<file path="src/rtl/calendar_date_stepper_top_assert.svh">
// assertion macros for the calendar date stepper
`ifndef CALENDAR_DATE_STEPPER_TOP_ASSERT_SVH
`define CALENDAR_DATE_STEPPER_TOP_ASSERT_SVH

`ifndef ASSERT_OFF
// property on an explicit clock and active-low reset
`define CDS_ASSERT_CLK(lbl, clk, rst_n, prop, msg) \
  lbl: assert property (@(posedge clk) disable iff (!rst_n) prop) else $error(msg);
// property on the block clock and reset
`define CDS_ASSERT(lbl, prop, msg) \
  `CDS_ASSERT_CLK(lbl, clk_i, rst_ni, prop, msg)
`else
`define CDS_ASSERT_CLK(lbl, clk, rst_n, prop, msg)
`define CDS_ASSERT(lbl, prop, msg)
`endif

`endif

</file>
<file path="src/rtl/cds_pkg.sv">
// types, constants and calendar helpers for the calendar date stepper
package cds_pkg;

  localparam int unsigned StepW  = 8;
  localparam int unsigned QDepth = 2;

  localparam logic [11:0] YearLow      = 12'd1900;
  localparam logic [11:0] YearHigh     = 12'd2100;
  localparam logic [3:0]  MonthFirst   = 4'd1;
  localparam logic [3:0]  MonthLast    = 4'd12;
  localparam logic [3:0]  MonthFeb     = 4'd2;
  localparam logic [4:0]  DayFirst     = 5'd1;
  localparam logic [4:0]  DayLeapFeb   = 5'd29;
  localparam logic [4:0]  DayLastOfDec = 5'd31;

  // month lengths, unused codes read as zero
  localparam logic [4:0] MonthLen [16] = '{
    5'd0, 5'd31, 5'd28, 5'd31, 5'd30, 5'd31, 5'd30, 5'd31,
    5'd31, 5'd30, 5'd31, 5'd30, 5'd31, 5'd0, 5'd0, 5'd0
  };

  typedef enum logic [1:0] {
    OP_SET  = 2'd0,
    OP_FWD  = 2'd1,
    OP_BACK = 2'd2,
    OP_CMP  = 2'd3
  } op_e;

  typedef enum logic [2:0] {
    ST_OK        = 3'd0,
    ST_BAD_MONTH = 3'd1,
    ST_BAD_YEAR  = 3'd2,
    ST_BAD_DAY   = 3'd3,
    ST_RANGE     = 3'd4
  } st_e;

  typedef enum logic [1:0] {
    ORD_LESS    = 2'd0,
    ORD_EQUAL   = 2'd1,
    ORD_GREATER = 2'd2
  } ord_e;

  typedef struct packed {
    op_e              operation;
    logic [4:0]       in_day;
    logic [3:0]       in_month;
    logic [11:0]      in_year;
    logic [StepW-1:0] step_count;
  } in_t;

  typedef struct packed {
    logic [4:0]  cur_day;
    logic [3:0]  cur_month;
    logic [11:0] cur_year;
    st_e         status;
    ord_e        order;
  } out_t;

  // classified command handed from front end to back end
  typedef struct packed {
    op_e              kind;
    st_e              set_status;
    logic [StepW-1:0] count;
    logic [4:0]       day;
    logic [3:0]       month;
    logic [11:0]      year;
  } cmd_t;

  // leap rule for years 1900..2100: every fourth year except 1900 and 2100
  function automatic logic is_leap(logic [11:0] y);
    return (y[1:0] == 2'b00) && (y != YearLow) && (y != YearHigh);
  endfunction

  function automatic logic [4:0] days_in(logic [3:0] m, logic [11:0] y);
    logic [4:0] len;
    len = MonthLen[m];
    if ((m == MonthFeb) && is_leap(y)) begin
      len = DayLeapFeb;
    end
    return len;
  endfunction

endpackage

</file>
<file path="src/rtl/cds_front.sv">
// front end: takes input beats, validates set requests and clamps step counts
module cds_front #(
  parameter int unsigned MAX_STEP = 255
) (
  input  logic          in_valid_i,
  output logic          in_ready_o,
  input  cds_pkg::in_t  in_data_i,
  output logic          cmd_valid_o,
  input  logic          cmd_ready_i,
  output cds_pkg::cmd_t cmd_o
);
  import cds_pkg::*;

  localparam int unsigned StepMax = (1 << StepW) - 1;
  localparam logic [StepW-1:0] SatStep =
    StepW'((MAX_STEP > StepMax) ? StepMax : MAX_STEP);

  logic       month_ok;
  logic       year_ok;
  logic       day_ok;
  logic [4:0] dim;

  assign month_ok = (in_data_i.in_month >= MonthFirst) && (in_data_i.in_month <= MonthLast);
  assign year_ok  = (in_data_i.in_year >= YearLow) && (in_data_i.in_year <= YearHigh);
  assign dim      = days_in(in_data_i.in_month, in_data_i.in_year);
  assign day_ok   = (in_data_i.in_day >= DayFirst) && (in_data_i.in_day <= dim);

  always_comb begin
    cmd_o.kind  = in_data_i.operation;
    cmd_o.day   = in_data_i.in_day;
    cmd_o.month = in_data_i.in_month;
    cmd_o.year  = in_data_i.in_year;
    cmd_o.count = (in_data_i.step_count > SatStep) ? SatStep : in_data_i.step_count;
    priority if (!month_ok) begin
      cmd_o.set_status = ST_BAD_MONTH;
    end else if (!year_ok) begin
      cmd_o.set_status = ST_BAD_YEAR;
    end else if (!day_ok) begin
      cmd_o.set_status = ST_BAD_DAY;
    end else begin
      cmd_o.set_status = ST_OK;
    end
  end

  assign cmd_valid_o = in_valid_i;
  assign in_ready_o  = cmd_ready_i;

endmodule

</file>
<file path="src/rtl/cds_queue.sv">
// short command queue between front end and back end
module cds_queue (
  input  logic          clk_i,
  input  logic          rst_ni,
  input  logic          push_valid_i,
  output logic          push_ready_o,
  input  cds_pkg::cmd_t push_data_i,
  output logic          pop_valid_o,
  input  logic          pop_ready_i,
  output cds_pkg::cmd_t pop_data_o
);
  import cds_pkg::*;

  localparam int unsigned Aw = (QDepth > 1) ? $clog2(QDepth) : 1;
  localparam logic [Aw-1:0] LastPtr = Aw'(QDepth - 1);
  localparam logic [Aw:0]   FullCnt = (Aw + 1)'(QDepth);

  cmd_t          mem_q [QDepth];
  logic [Aw-1:0] wr_ptr_q, wr_ptr_d;
  logic [Aw-1:0] rd_ptr_q, rd_ptr_d;
  logic [Aw:0]   cnt_q, cnt_d;
  logic          push, pop;

  assign push_ready_o = (cnt_q != FullCnt);
  assign pop_valid_o  = (cnt_q != '0);
  assign pop_data_o   = mem_q[rd_ptr_q];
  assign push         = push_valid_i && push_ready_o;
  assign pop          = pop_valid_o && pop_ready_i;

  always_comb begin
    wr_ptr_d = wr_ptr_q;
    rd_ptr_d = rd_ptr_q;
    cnt_d    = cnt_q;
    if (push) begin
      wr_ptr_d = (wr_ptr_q == LastPtr) ? '0 : wr_ptr_q + 1'b1;
    end
    if (pop) begin
      rd_ptr_d = (rd_ptr_q == LastPtr) ? '0 : rd_ptr_q + 1'b1;
    end
    if (push && !pop) begin
      cnt_d = cnt_q + 1'b1;
    end else if (pop && !push) begin
      cnt_d = cnt_q - 1'b1;
    end
  end

  always_ff @(posedge clk_i or negedge rst_ni) begin
    if (!rst_ni) begin
      wr_ptr_q <= '0;
      rd_ptr_q <= '0;
      cnt_q    <= '0;
    end else begin
      wr_ptr_q <= wr_ptr_d;
      rd_ptr_q <= rd_ptr_d;
      cnt_q    <= cnt_d;
    end
  end

  always_ff @(posedge clk_i) begin
    if (push) begin
      mem_q[wr_ptr_q] <= push_data_i;
    end
  end

endmodule

</file>
<file path="src/rtl/cds_back.sv">
// back end: holds the date, walks it one day per cycle (last day waits for the result slot), compares, drives results
module cds_back (
  input  logic          clk_i,
  input  logic          rst_ni,
  input  logic          cmd_valid_i,
  output logic          cmd_ready_o,
  input  cds_pkg::cmd_t cmd_i,
  output logic          out_valid_o,
  input  logic          out_ready_i,
  output cds_pkg::out_t out_data_o
);
  import cds_pkg::*;

  localparam logic SIdle = 1'b0;
  localparam logic SRun  = 1'b1;

  logic             state_q, state_d;
  logic             fwd_q, fwd_d;
  logic [StepW-1:0] cnt_q, cnt_d;
  logic [4:0]       day_q, day_d;
  logic [3:0]       month_q, month_d;
  logic [11:0]      year_q, year_d;
  out_t             res_q, res_d;
  logic             res_valid_q, res_valid_d;

  logic        slot_free;
  logic        load;
  logic        is_walk;
  logic        step_ok;
  logic        finishing;
  logic [4:0]  nday;
  logic [3:0]  nmonth;
  logic [11:0] nyear;
  logic [4:0]  dim_cur;
  logic [4:0]  dim_prev;
  ord_e        cmp_ord;

  assign slot_free = !res_valid_q || out_ready_i;
  assign is_walk   = ((cmd_i.kind == OP_FWD) || (cmd_i.kind == OP_BACK)) && (cmd_i.count != '0);
  assign cmd_ready_o = (state_q == SIdle) && (is_walk || slot_free);

  // one-day step unit
  assign dim_cur  = days_in(month_q, year_q);
  assign dim_prev = days_in(month_q - 4'd1, year_q);

  always_comb begin
    step_ok = 1'b1;
    nday    = day_q;
    nmonth  = month_q;
    nyear   = year_q;
    if (fwd_q) begin
      priority if (day_q < dim_cur) begin
        nday = day_q + 5'd1;
      end else if (month_q < MonthLast) begin
        nday   = DayFirst;
        nmonth = month_q + 4'd1;
      end else if (year_q >= YearHigh) begin
        step_ok = 1'b0;
      end else begin
        nday   = DayFirst;
        nmonth = MonthFirst;
        nyear  = year_q + 12'd1;
      end
    end else begin
      priority if (day_q > DayFirst) begin
        nday = day_q - 5'd1;
      end else if (month_q > MonthFirst) begin
        nmonth = month_q - 4'd1;
        nday   = dim_prev;
      end else if (year_q <= YearLow) begin
        step_ok = 1'b0;
      end else begin
        nyear  = year_q - 12'd1;
        nmonth = MonthLast;
        nday   = DayLastOfDec;
      end
    end
  end

  // stored date versus given date
  always_comb begin
    priority if (year_q != cmd_i.year) begin
      cmp_ord = (year_q < cmd_i.year) ? ORD_LESS : ORD_GREATER;
    end else if (month_q != cmd_i.month) begin
      cmp_ord = (month_q < cmd_i.month) ? ORD_LESS : ORD_GREATER;
    end else if (day_q != cmd_i.day) begin
      cmp_ord = (day_q < cmd_i.day) ? ORD_LESS : ORD_GREATER;
    end else begin
      cmp_ord = ORD_EQUAL;
    end
  end

  assign finishing = !step_ok || (cnt_q == StepW'(1));

  always_comb begin
    state_d = state_q;
    fwd_d   = fwd_q;
    cnt_d   = cnt_q;
    day_d   = day_q;
    month_d = month_q;
    year_d  = year_q;
    res_d   = res_q;
    load    = 1'b0;
    unique case (state_q)
      SIdle: begin
        if (cmd_valid_i && cmd_ready_o) begin
          if (is_walk) begin
            state_d = SRun;
            fwd_d   = (cmd_i.kind == OP_FWD);
            cnt_d   = cmd_i.count;
          end else begin
            load            = 1'b1;
            res_d.cur_day   = day_q;
            res_d.cur_month = month_q;
            res_d.cur_year  = year_q;
            res_d.status    = ST_OK;
            res_d.order     = ORD_LESS;
            unique case (cmd_i.kind)
              OP_SET: begin
                res_d.status = cmd_i.set_status;
                if (cmd_i.set_status == ST_OK) begin
                  day_d           = cmd_i.day;
                  month_d         = cmd_i.month;
                  year_d          = cmd_i.year;
                  res_d.cur_day   = cmd_i.day;
                  res_d.cur_month = cmd_i.month;
                  res_d.cur_year  = cmd_i.year;
                end
              end
              OP_CMP: begin
                res_d.order = cmp_ord;
              end
              OP_FWD, OP_BACK: begin
                // zero count: date unchanged
              end
              default: begin
              end
            endcase
          end
        end
      end
      SRun: begin
        if (!finishing || slot_free) begin
          if (step_ok) begin
            day_d   = nday;
            month_d = nmonth;
            year_d  = nyear;
            cnt_d   = cnt_q - StepW'(1);
          end
          if (finishing) begin
            load            = 1'b1;
            state_d         = SIdle;
            res_d.cur_day   = nday;
            res_d.cur_month = nmonth;
            res_d.cur_year  = nyear;
            res_d.status    = step_ok ? ST_OK : ST_RANGE;
            res_d.order     = ORD_LESS;
          end
        end
      end
      default: begin
        state_d = SIdle;
      end
    endcase
    res_valid_d = load ? 1'b1 : (out_ready_i ? 1'b0 : res_valid_q);
  end

  always_ff @(posedge clk_i or negedge rst_ni) begin
    if (!rst_ni) begin
      state_q     <= SIdle;
      fwd_q       <= 1'b0;
      cnt_q       <= '0;
      day_q       <= DayFirst;
      month_q     <= MonthFirst;
      year_q      <= YearLow;
      res_valid_q <= 1'b0;
    end else begin
      state_q     <= state_d;
      fwd_q       <= fwd_d;
      cnt_q       <= cnt_d;
      day_q       <= day_d;
      month_q     <= month_d;
      year_q      <= year_d;
      res_valid_q <= res_valid_d;
    end
  end

  always_ff @(posedge clk_i) begin
    if (load) begin
      res_q <= res_d;
    end
  end

  assign out_valid_o = res_valid_q;
  assign out_data_o  = res_q;

endmodule

</file>
<file path="src/rtl/calendar_date_stepper_top.sv">
// top level of the calendar date stepper
// Gregorian date keeper for 1 January 1900 .. 31 December 2100, reset to 1 January 1900.
// Every input beat yields exactly one result beat with the stored date after the
// operation, a status and a compare outcome. Set and compare flow at one beat per
// cycle while the result register is free. A step of n days (n clamped to MAX_STEP,
// at most 255) occupies the back end until the walk is done, because the single day
// incrementer/decrementer moves the date by one day per cycle, save that the last
// day waits for the result register to free up. A step that hits a range limit ends
// early with status 4 and keeps the days already walked. A two-entry queue lets the
// front end keep taking beats while the back end walks, and the result register lets
// the back end walk the next beat while the previous result still waits.
`include "calendar_date_stepper_top_assert.svh"

module calendar_date_stepper_top #(
  parameter int unsigned MAX_STEP = 255
) (
  input  logic          clk_i,
  input  logic          rst_ni,
  input  logic          in_valid_i,
  output logic          in_ready_o,
  input  cds_pkg::in_t  in_data_i,
  output logic          out_valid_o,
  input  logic          out_ready_i,
  output cds_pkg::out_t out_data_o
);
  import cds_pkg::*;

  // classified commands, front end to queue
  logic cmd_valid;
  logic cmd_ready;
  cmd_t cmd;

  // queue head, queue to back end
  logic head_valid;
  logic head_ready;
  cmd_t head;

  // result beat checks used by the assertions
  logic res_date_ok;
  logic res_range_ok;
  logic res_order_ok;

  // validation of set beats and step clamping
  cds_front #(
    .MAX_STEP (MAX_STEP)
  ) u_front (
    .in_valid_i  (in_valid_i),
    .in_ready_o  (in_ready_o),
    .in_data_i   (in_data_i),
    .cmd_valid_o (cmd_valid),
    .cmd_ready_i (cmd_ready),
    .cmd_o       (cmd)
  );

  // decouples acceptance from the day walk
  cds_queue u_queue (
    .clk_i        (clk_i),
    .rst_ni       (rst_ni),
    .push_valid_i (cmd_valid),
    .push_ready_o (cmd_ready),
    .push_data_i  (cmd),
    .pop_valid_o  (head_valid),
    .pop_ready_i  (head_ready),
    .pop_data_o   (head)
  );

  // date registers, day walker, comparator, result register
  cds_back u_back (
    .clk_i       (clk_i),
    .rst_ni      (rst_ni),
    .cmd_valid_i (head_valid),
    .cmd_ready_o (head_ready),
    .cmd_i       (head),
    .out_valid_o (out_valid_o),
    .out_ready_i (out_ready_i),
    .out_data_o  (out_data_o)
  );

  // reported date lies in the supported calendar
  assign res_date_ok =
    (out_data_o.cur_year >= YearLow) && (out_data_o.cur_year <= YearHigh) &&
    (out_data_o.cur_month >= MonthFirst) && (out_data_o.cur_month <= MonthLast) &&
    (out_data_o.cur_day >= DayFirst) &&
    (out_data_o.cur_day <= days_in(out_data_o.cur_month, out_data_o.cur_year));

  // a range stop sits exactly on one of the two limits
  assign res_range_ok =
    (out_data_o.status != ST_RANGE) ||
    ((out_data_o.cur_year == YearHigh) && (out_data_o.cur_month == MonthLast) &&
     (out_data_o.cur_day == DayLastOfDec)) ||
    ((out_data_o.cur_year == YearLow) && (out_data_o.cur_month == MonthFirst) &&
     (out_data_o.cur_day == DayFirst));

  // only compare beats carry an order other than less, and compare never fails
  assign res_order_ok = (out_data_o.order == ORD_LESS) || (out_data_o.status == ST_OK);

  `CDS_ASSERT(a_date_in_range, out_valid_o |-> res_date_ok, "result date out of range")
  `CDS_ASSERT(a_range_at_limit, out_valid_o |-> res_range_ok, "range stop away from a limit")
  `CDS_ASSERT(a_order_with_ok, out_valid_o |-> res_order_ok, "order set on a failed beat")

endmodule

</file>
<file path="config.mk">
export PLATFORM = sky130hd
export DESIGN_NAME = calendar_date_stepper_top
export DESIGN_NICKNAME = d
export VERILOG_FILES = /design/src/rtl/cds_pkg.sv /design/src/rtl/cds_front.sv /design/src/rtl/cds_queue.sv /design/src/rtl/cds_back.sv /design/src/rtl/calendar_date_stepper_top.sv
export VERILOG_INCLUDE_DIRS = /design/src /design/src/rtl
export SDC_FILE = /design/constraint.sdc
export NUM_CORES = 1
export LEC_CHECK = 0
export BUFFER_PORTS_ARGS = -buffer_cell sky130_fd_sc_hd__buf_2
export CORE_AREA = 5 5 141 143
export CTS_CLUSTER_SIZE = 20
export DETAILED_ROUTE_END_ITERATION = 8
export DIE_AREA = 0 0 146 148
export PLACE_DENSITY = 0.72
export SYNTH_ARGS = -nofsm -noshare
export SYNTH_HDL_FRONTEND = slang
export SYNTH_SLANG_ARGS = --single-unit
export TNS_END_PERCENT = 100
</file>
<file path="constraint.sdc">
create_clock -name clk_i -period 4.5 [get_ports clk_i]
set_input_delay 0.9 -clock clk_i [delete_from_list [all_inputs] [get_ports clk_i]]
set_output_delay 0.9 -clock clk_i [all_outputs]
set_load 0.03 [all_outputs]
</file>
==> Yosys cells after proc, flatten, opt, wreduce, memory -nomap -nowiden <==
Memories as Yosys holds them, arrays and structs flattened.
Cells that the tools add are included.
{ "classes": {"add_sub_neg": 11, "reduce_logical": 38, "n_mux": 100, "bitwise": 4, "eq_ne": 23, "magnitude_cmp": 19} }
{ "ops": {"columns": ["op", "count"], "rows": [
  ["$mux W12", 13],
  ["$mux W5", 22],
  ["$mux W26", 4],
  ["$mux W4", 13],
  ["$pmux W26 S2", 1],
  ["$mux W8", 5],
  ["$mux W24", 1],
  ["$ne A12 B11 Y1 const B", 2],
  ["$ne A12 B12 Y1 const B", 2],
  ["$pmux W12 S2", 1],
  ["$mux W1", 21],
  ["$mux W21", 1],
  ["$mux W2", 10],
  ["$logic_and A1 B1 Y1", 16],
  ["$ne A2 B2 Y1 const B", 8],
  ["$pmux W8 S2", 1],
  ["$ge A5 B5 Y1 const B", 3],
  ["$not A4 Y5", 3],
  ["$add A12 B1 Y12 const B", 1],
  ["$eq A4 B2 Y1 const B", 3],
  ["$ge A12 B11 Y1 const B", 1],
  ["$ge A12 B12 Y1 const B", 1],
  ["$le A12 B11 Y1 const B", 1],
  ["$le A12 B12 Y1 const B", 1],
  ["other kinds (42)", 60]
]} }
{ "totals": {"wordCells": 214, "memories": 4, "mem_bits_rw": 68, "reg_bits": 62, "rom_bits": 240} }
{ "mem_list": {"columns": ["name", "depth", "width", "read_ports", "rd_clocked_by_memory_dff", "wr", "line", "rtl"], "rows": [
  ["(no name shown)", 16, 5, 1, 0, 0, "cds_pkg.sv:76", "len = MonthLen[m];"],
  ["(no name shown)", 16, 5, 1, 0, 0, "cds_pkg.sv:76", null],
  ["(no name shown)", 16, 5, 1, 0, 0, "cds_pkg.sv:76", null],
  ["u_queue.mem_q", 2, 34, 1, 0, 1, "cds_queue.sv:18", "cmd_t mem_q [QDepth];"]
]} }

==> Logic depth before layout (Yosys ltp) <==
Gate-level depths: netlist (run 1).
{ "logic_depth": {"depth_word": 15, "ltp_mapped": 17} }

==> Cells and area by module <==
A second synthesis (run 1) with hierarchy kept.
{ "unflattened": {"cells_unflattened": 828, "area_unflattened_um2": 8545.7} }
{ "by_module_without_submodules": {"columns": ["mod", "seq_area_each_um2", "area_each_um2", "cells_each", "n_inst"], "rows": [
  ["cds_back", 1592.8, 5180.0, 626, 1],
  ["cds_queue", 2142.1, 2798.9, 124, 1],
  ["cds_front", 0.0, 566.8, 78, 1]
]} }

==> Least setup slack after synthesis (run 1) <==
No wires, ideal clock.
{ "synth_timing": {"kind": "register to register", "start": "register u_back.year_q[10]", "end": "register u_back.res_q, in the netlist u_back.out_data_o[0] (enable)", "path_buffers": 1, "setup_ns": 0.585, "setup_slack_ns": 0.102, "t_arrival_ns": 3.812, "stages_incl_launch_ff": 14, "cell_sequence": "dfstp_2 -> buf_6 -> or4_4 -> o41ai_2 -> o31ai_1 -> nand2_1 -> o21ai_0 -> ha_1 -> a2111oi_0 -> a2bb2oi_1 -> nor2_1 -> a32oi_1 -> a211o_1 -> o21ai_0"} }
{ "synth_via": {"elab_chain_len": 15, "word_cells_on_any_way": 26} }
{ "synth_rtl": {"columns": ["element", "line", "rtl"], "rows": [
  ["from (decl)", "cds_back.sv:22", "logic [11:0] year_q, year_d;"],
  ["from (signal assigned)", "cds_back.sv:175", "year_q <= YearLow;"],
  ["from (signal assigned)", "cds_back.sv:183", "year_q <= year_d;"],
  ["$ne A12 B11 Y1", "cds_pkg.sv:71", "return (y[1:0] == 2'b00) && (y != YearLow) && (y != YearHigh);"],
  ["$logic_and A1 B1 Y1 (2 in series)", "cds_pkg.sv:71", null],
  ["$logic_and A1 B1 Y1", "cds_pkg.sv:77", "if ((m == MonthFeb) && is_leap(y)) begin"],
  ["$mux W5", "cds_pkg.sv:77", null],
  ["$lt A5 B5 Y1", "cds_back.sv:52", "priority if (day_q < dim_cur) begin"],
  ["$mux W1", "cds_back.sv:52", null],
  ["$mux W1 *", "cds_back.sv:51", "if (fwd_q) begin"],
  ["$logic_not A1 Y1 *", "cds_back.sv:93", "assign finishing = !step_ok || (cnt_q == StepW'(1));"],
  ["$logic_or A1 B1 Y1 *", "cds_back.sv:93", null],
  ["$logic_not A1 Y1", "cds_back.sv:143", "if (!finishing || slot_free) begin"],
  ["$logic_or A1 B1 Y1", "cds_back.sv:143", null],
  ["$mux W1", "cds_back.sv:143", null],
  ["$pmux W1 S2", "cds_back.sv:104", "unique case (state_q)"],
  ["$reduce_and A5 Y1 (no source line) *", null, null],
  ["to (signal assigned)", "cds_back.sv:190", "res_q <= res_d;"],
  ["to (decl)", "cds_back.sv:23", "out_t res_q, res_d;"]
]} }
Mark *: on every way between the ends. The rest lies on a longest branch, timed or not.
A chain may end at the register's enable or synchronous reset.

==> results by group, run 1 <==
STA
  • Rel. slew slack: 0.364
  • Slew @ Worst Pin: roughly 0.95 ns
  • # setup viols final: 0
  • Achievable Freq: around 240 MHz
  • Tcrit/Tclk final: 0.935
  • Setup tns final: 0 ns
  • Final hold vios: 0
  • Skew final: between 0.009 and 0.01 ns
  • RSZ-0062 raised after global routing: false
  • Clock period minus worst slack: about 4.2 ns
  • Slew Limit Fails: 0
  • Post-route setup slack: between 0.2 and 0.3 ns

Clocking
  • Clock Latency Late Sink: between 0.4 and 0.5 ns
  • CTS tree: done
  • Maximum clock path buffer count: 2
  • Reg clk slew, reported paths: ~0.06 ns
  • CTS sink count: about 130
  • Setup bufs post-CTS: 0
  • Root buffer cell: clkbuf_16
  • Hold-fix buffers, CTS: 0
  • H-tree level count: 4
  • TritonCTS Buffers: 17

Die
  • Full die area: 21600 um2
  • Row count: 50
  • Initial Util: 0.438
  • CORE AREA: between 15000 and 20000 um2
  • Die Height: between 100 and 150 um
  • Die width: between 100 and 150 um
  • I/O pin cnt: 63

Synthesis
  • Sequential area share after synthesis: 0.454
  • Predominant post-synthesis flop cell: edfxtp_1
  • Mapped cell area: around 8000 um2
  • Area share of the largest cell type after synthesis: 0.342
  • Mapped Avg Cell Area: between 10 and 15 um2
  • Synth area leader: edfxtp_1
  • Count leader, synth: edfxtp_1
  • Asr flop ratio synth: 0.281
  • YS warnings: 0
  • Top post-synthesis cells by area: edfxtp_1 34%, dfrtp_1 8.4%, ha_1 7.1%, mux2i_1 4.8%, a21oi_1 3.0%
  • Post-synth EDFFs: 92
  • Syn Inst Count: roughly 790
  • Yosys cell types: slightly above 80
  • Synth cell count leaders: 92 x edfxtp_1, 64 x nor2_1, 49 x a21oi_1
  • Seq cells post-synth: between 100 and 150
  • Syn Nets: around 870

Global route
  • First-pass GRT wire length: about 34000 um
  • GRT overflow: 0
  • Largest net degree at the start of global routing: 50
  • Number of global-route vias before repair: around 6300
  • GRT Total Usage: 0.198
  • Antenna violations before repair: 0

Setup path
  • Worst path buffer plus inverter count: 1
  • Crit-path cells: buf_4 -> or2_2 -> nor4_1 -> o31ai_1 -> nand2_1 -> o21ai_0 -> ha_1 -> a2111oi_1 -> a2bb2o_1 -> nand3_1 -> mux2_2 -> a211oi_1 -> a21oi_1
  • Crit path DAT: roughly 4.3 ns
  • R2r setup slk: 0.29 ns
  • CP Max Fanout: 13
  • Crit path capture type: flop
  • Slowest CP cell: nor4_1
  • Startpoint type of the worst setup path: flop
  • Required @ worst endpoint: ~4.6 ns
  • Worst path max stage delay: around 0.53 ns
  • Worst path top cell family by delay: compound AO/OA/AOI/OAI gates
  • CP Class: flop to flop

Finish
  • Share of layout cells above drive strength 1: 0.173
  • Fin nets: 916
  • Syn-to-layout area delta: 14.0%
  • # diodes: 0

Detailed routing
  • Post-route ant nets: 0
  • DR pass1 iterations: 6
  • Via Count: 6718
  • Starting DRT DRC Count: ~640
  • Post-route DRC: 0
  • Routed wire per std cell: slightly below 20 um
  • Vias per inst: ~6.2
  • Drt total wl: roughly 21000 um

Pwr
  • Leak Pwr: between 3 and 4 nW
  • PwrDens: slightly below 800 nW/um2
  • Worst VDD drop: 0.000302 V

Placement
  • Routability cong.: between 0.9 and 1
  • Worst slack, placed: roughly 0.37 ns
  • Port Buffers: just over 60
  • Detailed Place HPWL: approximately 15000 um

Run
  • Max_cap viols: 0

Worst hold path
  • Hold Crit Class: flop to flop

Run status
  • Outcome: complete, no violations
[power breakdown]
| group | internal (mW) | switching (mW) | leakage, nW |
|---|---|---|---|
| Clock | 0.899 | 0.550 | 0.297 |
| Combinational | 1.36 | 2.18 | 2.03 |
| Sequential | 1.77 | 0.465 | 1.26 |
| Total | 4.03 | 3.20 | 3.59 |
[final timing paths]
kind / from / end / cells after the start
setup / recovery: u_back.year_q[7] / u_back.out_data_o[6] / 13
hold / removal: u_queue.cnt_q[1] / u_queue.cnt_q[1] / 1
setup reg to reg: u_back.year_q[7] / u_back.out_data_o[6] / 13
hold reg to reg: u_queue.cnt_q[1] / u_queue.cnt_q[1] / 1
max in group asynchronous: rst_ni / u_back.state_q / 1
min in group asynchronous: rst_ni / u_back.month_q[1] / 1
[timing repair]
| item | 4_1_cts | 5_1_grt |
|---|---|---|
| endpoints found under the hold margin | 0 | 0 |
| gates resized for setup | 0 | 1 |
| endpoints found under the setup margin | 0 | 27 |
[cells by family (layout without fill, tap and decap cells)]
group,count (synthesis),in the layout,synth area share
AOI/OAI and AO/OA,218,218,0.188
xor gates and xnor gates,19,19,0.0206
adders and majority gates,46,46,0.0712
buffers and inverters,77,138,0.0419
DFF,128,128,0.454
muxes,47,47,0.0594
and+or+nand+nor,252,252,0.164
[stage by stage]
stage | utilization | instance area (um2) | total power, mW | std cells | hold slack (ns)
5_1_grt | 0.500 | 9220 | 7.70 | 1082 | 0.548
4_1_cts | 0.500 | 9220 | 7.17 | 1082 | 0.511
6_report | 0.500 | 9220 | 7.23 | 1082 | 0.510
3_5_place_dp | 0.466 | 8600 | 5.71 | 1050 | 0.499
3_3_place_gp | 0.466 | 8600 | 5.67 | 1050 | 0.483
2_1_floorplan | - | 8090 | 4.78 | 787 | 0.461
[registers in the layout, indices dropped and copies added, names as in the netlist]
| signal | cells |
|---|---|
| u_back.cnt_q | 8 |
| u_back.day_q | 5 |
| u_back.fwd_q | 1 |
| u_back.month_q | 4 |
| u_back.out_data_o | 26 |
| u_back.out_valid_o | 1 |
| u_back.state_q | 1 |
| u_back.year_q | 12 |
| u_queue.cnt_q | 2 |
| u_queue.mem_q | 66 |
| u_queue.rd_ptr_q | 1 |
| u_queue.wr_ptr_q | 1 |
[placed cells by master (no fill, tap or decap), types with 18 or more instances in the layout]
| master | instances |
|---|---|
| a21oi_1 | 49 |
| buf_2 | 62 |
| buf_4 | 18 |
| dfrtp_1 | 25 |
| edfxtp_1 | 92 |
| ha_1 | 46 |
| inv_1 | 25 |
| mux2i_1 | 39 |
| nand2_1 | 40 |
| nand3_1 | 25 |
| nand4_1 | 21 |
| nor2_1 | 63 |
| nor3_1 | 19 |
| o21ai_0 | 35 |
[routing by layer]
metal | track usage | share of wire | up-vias
met5 | 0 | 0 | -
met4 | 0.0757 | 0.025 | 0
met3 | 0.0481 | 0.084 | 45
met2 | 0.297 | 0.44 | 337
met1 | 0.280 | 0.45 | 3185
li1 | - | - | 3151
[final cells by class]
| type | count | area, um2 |
|---|---|---|
| Clock inverter | 13 | 178 |
| Inverter | 26 | 97.6 |
| Timing Repair Buffer | 80 | 445 |
| Tap cell | 234 | 293 |
| Multi-Input combinational cell | 582 | 4090 |
| Clock buffer | 19 | 443 |
| Fill cell | 1660 | 9240 |
| Sequential cell | 128 | 3680 |
Power figures use the tool's default switching activity.
==> inputs of run 2 (changes only) <==
CTS_CLUSTER_SIZE = 10   (was 20)
clock period = 3.5 ns   (was 4.5 ns; I/O delays follow)
==> run 2 against run 1 <==
Effect of this change: wire length rose by 8.9%; critical path type unchanged; highest routed layer unchanged; total power rose by 42%; via count rose by 4.0%; final area rose by 7.2%.
==> results by group, run 2 (synthesis gave the netlist of run 1 again) <==
Clocking
  • Reg clk slew, reported paths: 0.06 ns
  • CTS sink count: 128
  • Root buffer cell: clkbuf_16
  • Hold-fix buffers, CTS: 0
  • Maximum clock path buffer count: 2
  • CTS tree: done
  • Clock Latency Late Sink: around 0.42 ns
  • TritonCTS Buffers: 17
  • H-tree level count: 4

Global route
  • Largest net degree at the start of global routing: between 40 and 50
  • First-pass GRT wire length: approximately 37000 um
  • Antenna violations before repair: 0
  • Number of global-route vias before repair: approximately 6700
  • GRT overflow: 0
  • GRT Total Usage: 0.212

Setup path
  • Crit path DAT: about 3.6 ns
  • CP Launch Point: u_back.year_q[7]
  • Required @ worst endpoint: approximately 3.6 ns
  • Reg2Reg Depth: 13
  • R2R Path End: u_back.out_data_o[19]
  • Crit path capture type: flop
  • CP Class: flop to flop
  • Startpoint type of the worst setup path: flop
  • Reg-to-reg startpoint: u_back.year_q[7]
  • CP Max Fanout: 3
  • R2r setup slk: approximately 0.03 ns

Pwr
  • Leak Pwr: about 3.9 nW
  • Worst VDD drop: 0.000384 V
  • PwrDens: 1040 nW/um2

Placement
  • Detailed Place HPWL: 16900 um
  • Placed Cells: 1103
  • Routability cong.: between 1 and 1.5
  • Port Buffers: 62
  • Cell Area, Placed: around 9000 um2

Detailed routing
  • Starting DRT DRC Count: 920
  • Routed wire per std cell: 20.5 um
  • Post-route ant nets: 0
  • Vias per inst: ~6.2
  • Via Count: roughly 7000
  • DR pass1 iterations: 6
  • Post-route DRC: 0
  • Drt total wl: between 20000 and 25000 um

Finish
  • # diodes: 0
  • Commonest cells after routing, fill and taps aside: 92 x edfxtp_1, 67 x buf_4, 63 x nor2_1
  • Max reg flops: 66
  • Commonest non-fill, non-tap cell in the layout: edfxtp_1
  • Share of layout cells above drive strength 1: 0.253
  • Largest regs: u_queue.mem_q (66), u_back.out_data_o (26), u_back.year_q (12)
  • FF+latch area: about 3700 um2
  • Largest Register: u_queue.mem_q
  • Fin area: roughly 9900 um2
  • Fin nets: a little under 1000
  • Syn-to-layout area delta: 22.1%
  • Fill cells: about 1600
  • Util after Layout: 0.535
  • Multi-input logic area: between 4000 and 5000 um2
  • Post-Layout Cell Count: around 1100

Die
  • CORE AREA: around 18000 um2
  • Initial Util: 0.438
  • I/O pin cnt: 63
  • Die Height: about 150 um
  • Die width: between 100 and 150 um
  • Row count: 50
  • Full die area: ~22000 um2

STA
  • Slew @ Worst Pin: 0.791 ns
  • Rel. slew slack: 0.473
  • Skew final: ~0.0065 ns
  • Final hold vios: 0
  • Worst hold slack: roughly 0.37 ns
  • # setup viols final: 0
  • Tcrit/Tclk final: 0.992
  • Achievable Freq: approximately 290 MHz
  • Slew Limit Fails: 0
  • Clock period minus worst slack: 3.47 ns
  • RSZ-0062 raised after global routing: true

Worst hold path
  • Hold Crit Class: primary input to asynchronous set/reset pin

Run
  • Max_cap viols: 0

Run status
  • Outcome: complete, no violations
==> run 2: changes by cell type in the layout (fill, tap and decap cells not counted), moves of 3 or more <==
| cell | before | now |
|---|---|---|
| a31oi_1 | 11 | 8 |
| a31oi_4 | 0 | 3 |
| buf_4 | 18 | 67 |
| nor4_1 | 17 | 14 |
| nor4_2 | 0 | 3 |
| o21ai_0 | 35 | 25 |
| o21ai_1 | 4 | 14 |
==> run 2: worst max-delay path, cell delays in order (launching register included) <==
cell and delay (ns):
dfrtp_1 0.38, or4_4 0.56, o41ai_4 0.26, o31ai_1 0.12, nand2_1 0.07, o21ai_1 0.06
ha_1 0.30, a21oi_2 0.12, o21ai_1 0.07, or4_4 0.47, and3_4 0.22, a311o_1 0.37
o2111ai_2 0.11, o21ai_1 0.10
==> run 2: cell type report <==
class                   instances  share of cell area
clock buffers                  20              0.0472
well taps                     234              0.0296
repair buffers                134              0.0902
flip-flops and latches        128               0.372
inverters                      26             0.00988
multi-input cells             582               0.433
clock inverters                11              0.0181
==> run 2: stage by stage <==
| step | setup TNS, ns | power (mW) | worst slack, ns |
|---|---|---|---|
| 6_report | 0 | 10.3 | 0.0293 |
| 5_1_grt | -3.08 | 10.9 | -0.105 |
| 4_1_cts | 0 | 9.91 | 0.00453 |
| 3_5_place_dp | -0.00860 | 7.94 | -0.00860 |
| 3_3_place_gp | 0 | 7.85 | 0.0191 |
| 2_1_floorplan | 0 | 6.19 | 0.0222 |
==> run 2: metal layers <==
metal  GRT usage  wire [um]  vias to the layer above
met5           0          0                        -
met4      0.0701        522                        0
met3      0.0527       2060                       56
met2       0.326      10600                      353
met1       0.296      10000                     3322
li1            -          -                     3258
==> run 2: timing repair <==
action                     CTS  global route
pin swaps                    0             4
setup endpoints to repair    3            73
buffers inserted             0             1
gates resized for setup      2            41
==> run 2: power breakdown <==
| part | leakage [nW] | switching, mW | internal, mW |
|---|---|---|---|
| logic | 2.32 | 3.40 | 2.30 |
| clock network | 0.309 | 0.664 | 1.25 |
| registers | 1.26 | 0.398 | 2.28 |
==> run 2: how the worst max path moves through the flow <==
stage                                  endpoint  slack, ns  cells after the start
after floorplan           u_back.out_data_o[19]       0.02                     15
after global placement    u_back.out_data_o[19]       0.02                     13
after detailed placement  u_back.out_data_o[19]     -0.009                     13
after CTS                 u_back.out_data_o[19]      0.005                     13
after global routing      u_back.out_data_o[20]      -0.11                     14
final                     u_back.out_data_o[19]       0.03                     13
==> inputs of run 3 (changes only) <==
CORE_AREA = 5 5 128 130   (was 5 5 141 143)
DIE_AREA = 0 0 133 135   (was 0 0 146 148)
PLACE_DENSITY = 0.76   (was 0.72)
==> run 3 against run 2 <==
Effect of this change: cell count down 2.3%; sequential cell count unchanged; first-iteration DRC count is 16% lower; maximum frequency is 0.75% lower; wire length grew 3.3%; sequential share of layout area is 0.41 points lower; non-clock buffer count up 19; setup slack got worse by 0.026 ns; register-to-register slack got worse by 0.03 ns; core utilization is 13 points higher; clock skew is 0.00079 ns higher; largest cell class unchanged; highest routed layer unchanged.
==> results by group, run 3 (synthesis gave the netlist of run 1 again) <==
Detailed routing
  • Drt total wl: 24000 um
  • Via Count: 7280
  • Vias per inst: roughly 6.6
  • DR pass1 iterations: 6
  • Routed wire per std cell: 21.7 um
  • Post-route ant nets: 0
  • Post-route DRC: 0
  • Starting DRT DRC Count: 775

Die
  • Initial Util: 0.538
  • Row count: 45
  • Die width: 133 um
  • Full die area: approximately 18000 um2
  • Die Height: about 140 um
  • CORE AREA: around 15000 um2
  • I/O pin cnt: 63

Placement
  • Cell Area, Placed: between 9000 and 10000 um2
  • Routability cong.: roughly 1.0
  • Detailed Place HPWL: roughly 17000 um
  • Port Buffers: 62

Finish
  • Commonest cells after routing, fill and taps aside: 92 x edfxtp_1, 85 x buf_4, 62 x buf_2
  • Share of layout cells above drive strength 1: 0.275
  • Max reg flops: 66
  • Fin nets: between 900 and 1000
  • Util after Layout: 0.665
  • Syn-to-layout area delta: 23.5%
  • Fill cells: 1146
  • Largest Register: u_queue.mem_q
  • Fin area: around 10000 um2
  • Commonest non-fill, non-tap cell in the layout: edfxtp_1
  • # diodes: 0
  • Largest regs: u_queue.mem_q (66), u_back.out_data_o (26), u_back.year_q (12)

Clocking
  • Reg clk slew, reported paths: around 0.060 ns
  • Root buffer cell: clkbuf_16
  • CTS tree: done
  • Maximum clock path buffer count: 2
  • TritonCTS Buffers: 17
  • CTS sink count: between 100 and 150
  • H-tree level count: 4
  • Hold-fix buffers, CTS: 0
  • Clock Latency Late Sink: around 0.43 ns

Setup path
  • R2r setup slk: just under 0.003 ns
  • R2R Path End: u_back.out_data_o[23]
  • Startpoint type of the worst setup path: flop
  • CP Class: flop to flop
  • Reg2Reg Depth: 14
  • Crit path capture type: flop
  • CP Max Fanout: 4
  • Required @ worst endpoint: about 3.7 ns
  • Reg-to-reg startpoint: u_back.year_q[8]
  • Crit path DAT: ~3.7 ns

STA
  • Skew final: 0.00731 ns
  • Rel. slew slack: 0.358
  • Tcrit/Tclk final: 0.999
  • Slew Limit Fails: 0
  • Final hold vios: 0
  • Slew @ Worst Pin: 0.962 ns
  • Achievable Freq: 286 MHz
  • RSZ-0062 raised after global routing: true
  • Clock period minus worst slack: 3.50 ns
  • # setup viols final: 0

Global route
  • Number of global-route vias before repair: around 7100
  • First-pass GRT wire length: between 30000 and 40000 um
  • Largest net degree at the start of global routing: slightly below 50
  • Antenna violations before repair: 0
  • GRT Total Usage: 0.269
  • GRT overflow: 0

Run status
  • Outcome: complete, no violations

Worst hold path
  • Hold Crit Class: primary input to asynchronous set/reset pin

Pwr
  • Leak Pwr: approximately 4.0 nW
  • PwrDens: between 1000 and 1500 nW/um2
  • Worst VDD drop: about 0.00044 V

Run
  • Max_cap viols: 0
-- run 3: worst max-delay path by stage --
stage	start	to	slack [ns]
floorplan	u_back.year_q[10]	u_back.out_data_o[19]	0.02
global placement	u_back.year_q[7]	u_back.year_q[2]	-0.11
detailed placement	u_back.year_q[7]	u_back.day_q[2]	-0.16
CTS	u_back.year_q[8]	u_back.out_data_o[23]	-0.11
global route	u_back.year_q[8]	u_back.day_q[4]	-0.08
finish	u_back.year_q[8]	u_back.out_data_o[23]	0.003
-- run 3: worst max-delay path, cell delays in order, from the launching register on --
cell	delay, ns
dfstp_2	0.38
or4_4	0.56
o41ai_4	0.31
o31ai_1	0.12
nand2_1	0.08
o21ai_1	0.07
ha_2	0.28
a21oi_2	0.13
o21ai_1	0.08
or4_4	0.46
buf_6	0.16
a31oi_4	0.19
xnor2_2	0.14
a221o_1	0.18
o21ai_1	0.07
-- run 3: final cells by class --
class | count | area, um2 | share of cell area
clock inverters | 15 | 168 | 0.0168
repair buffers | 153 | 1040 | 0.104
well taps | 188 | 235 | 0.0235
inverters | 26 | 97.6 | 0.00977
flip-flops and latches | 128 | 3680 | 0.368
multi-input cells | 582 | 4340 | 0.435
clock buffers | 17 | 425 | 0.0426
-- run 3: power by group --
part	switching (mW)	leakage, nW	internal [mW]	total [mW]
combinational	3.59	2.43	2.47	6.06
clock	0.775	0.285	1.02	1.79
sequential	0.368	1.26	2.28	2.64
total	4.73	3.97	5.77	10.5
-- run 3: stage by stage --
stage	power, mW	std cells	setup slack [ns]	hold slack (ns)	setup TNS (ns)
3_5_place_dp	8.10	1072	-0.159	0.498	-2.95
5_1_grt	11.1	1109	-0.0781	0.447	-1.52
2_1_floorplan	6.19	787	0.0222	0.404	0
4_1_cts	10.2	1107	-0.109	0.425	-1.12
3_3_place_gp	7.92	1072	-0.108	0.484	-1.10
6_report	10.5	1109	0.00296	0.420	0
-- run 3: metal layers --
metal | vias up | part of all wire | GRT usage
met4 | 0 | 0.034 | 0.117
met1 | 3486 | 0.42 | 0.363
met2 | 411 | 0.45 | 0.415
li1 | 3315 | - | -
met3 | 68 | 0.096 | 0.0667
met5 | - | 0 | 0
-- run 3: repair_timing --
action                                  4_1_cts  5_1_grt
hold endpoints to repair                      0        0
buffers inserted                              4        2
gates resized for setup                      36       14
pin swaps                                    27       18
endpoints found under the setup margin       42       76
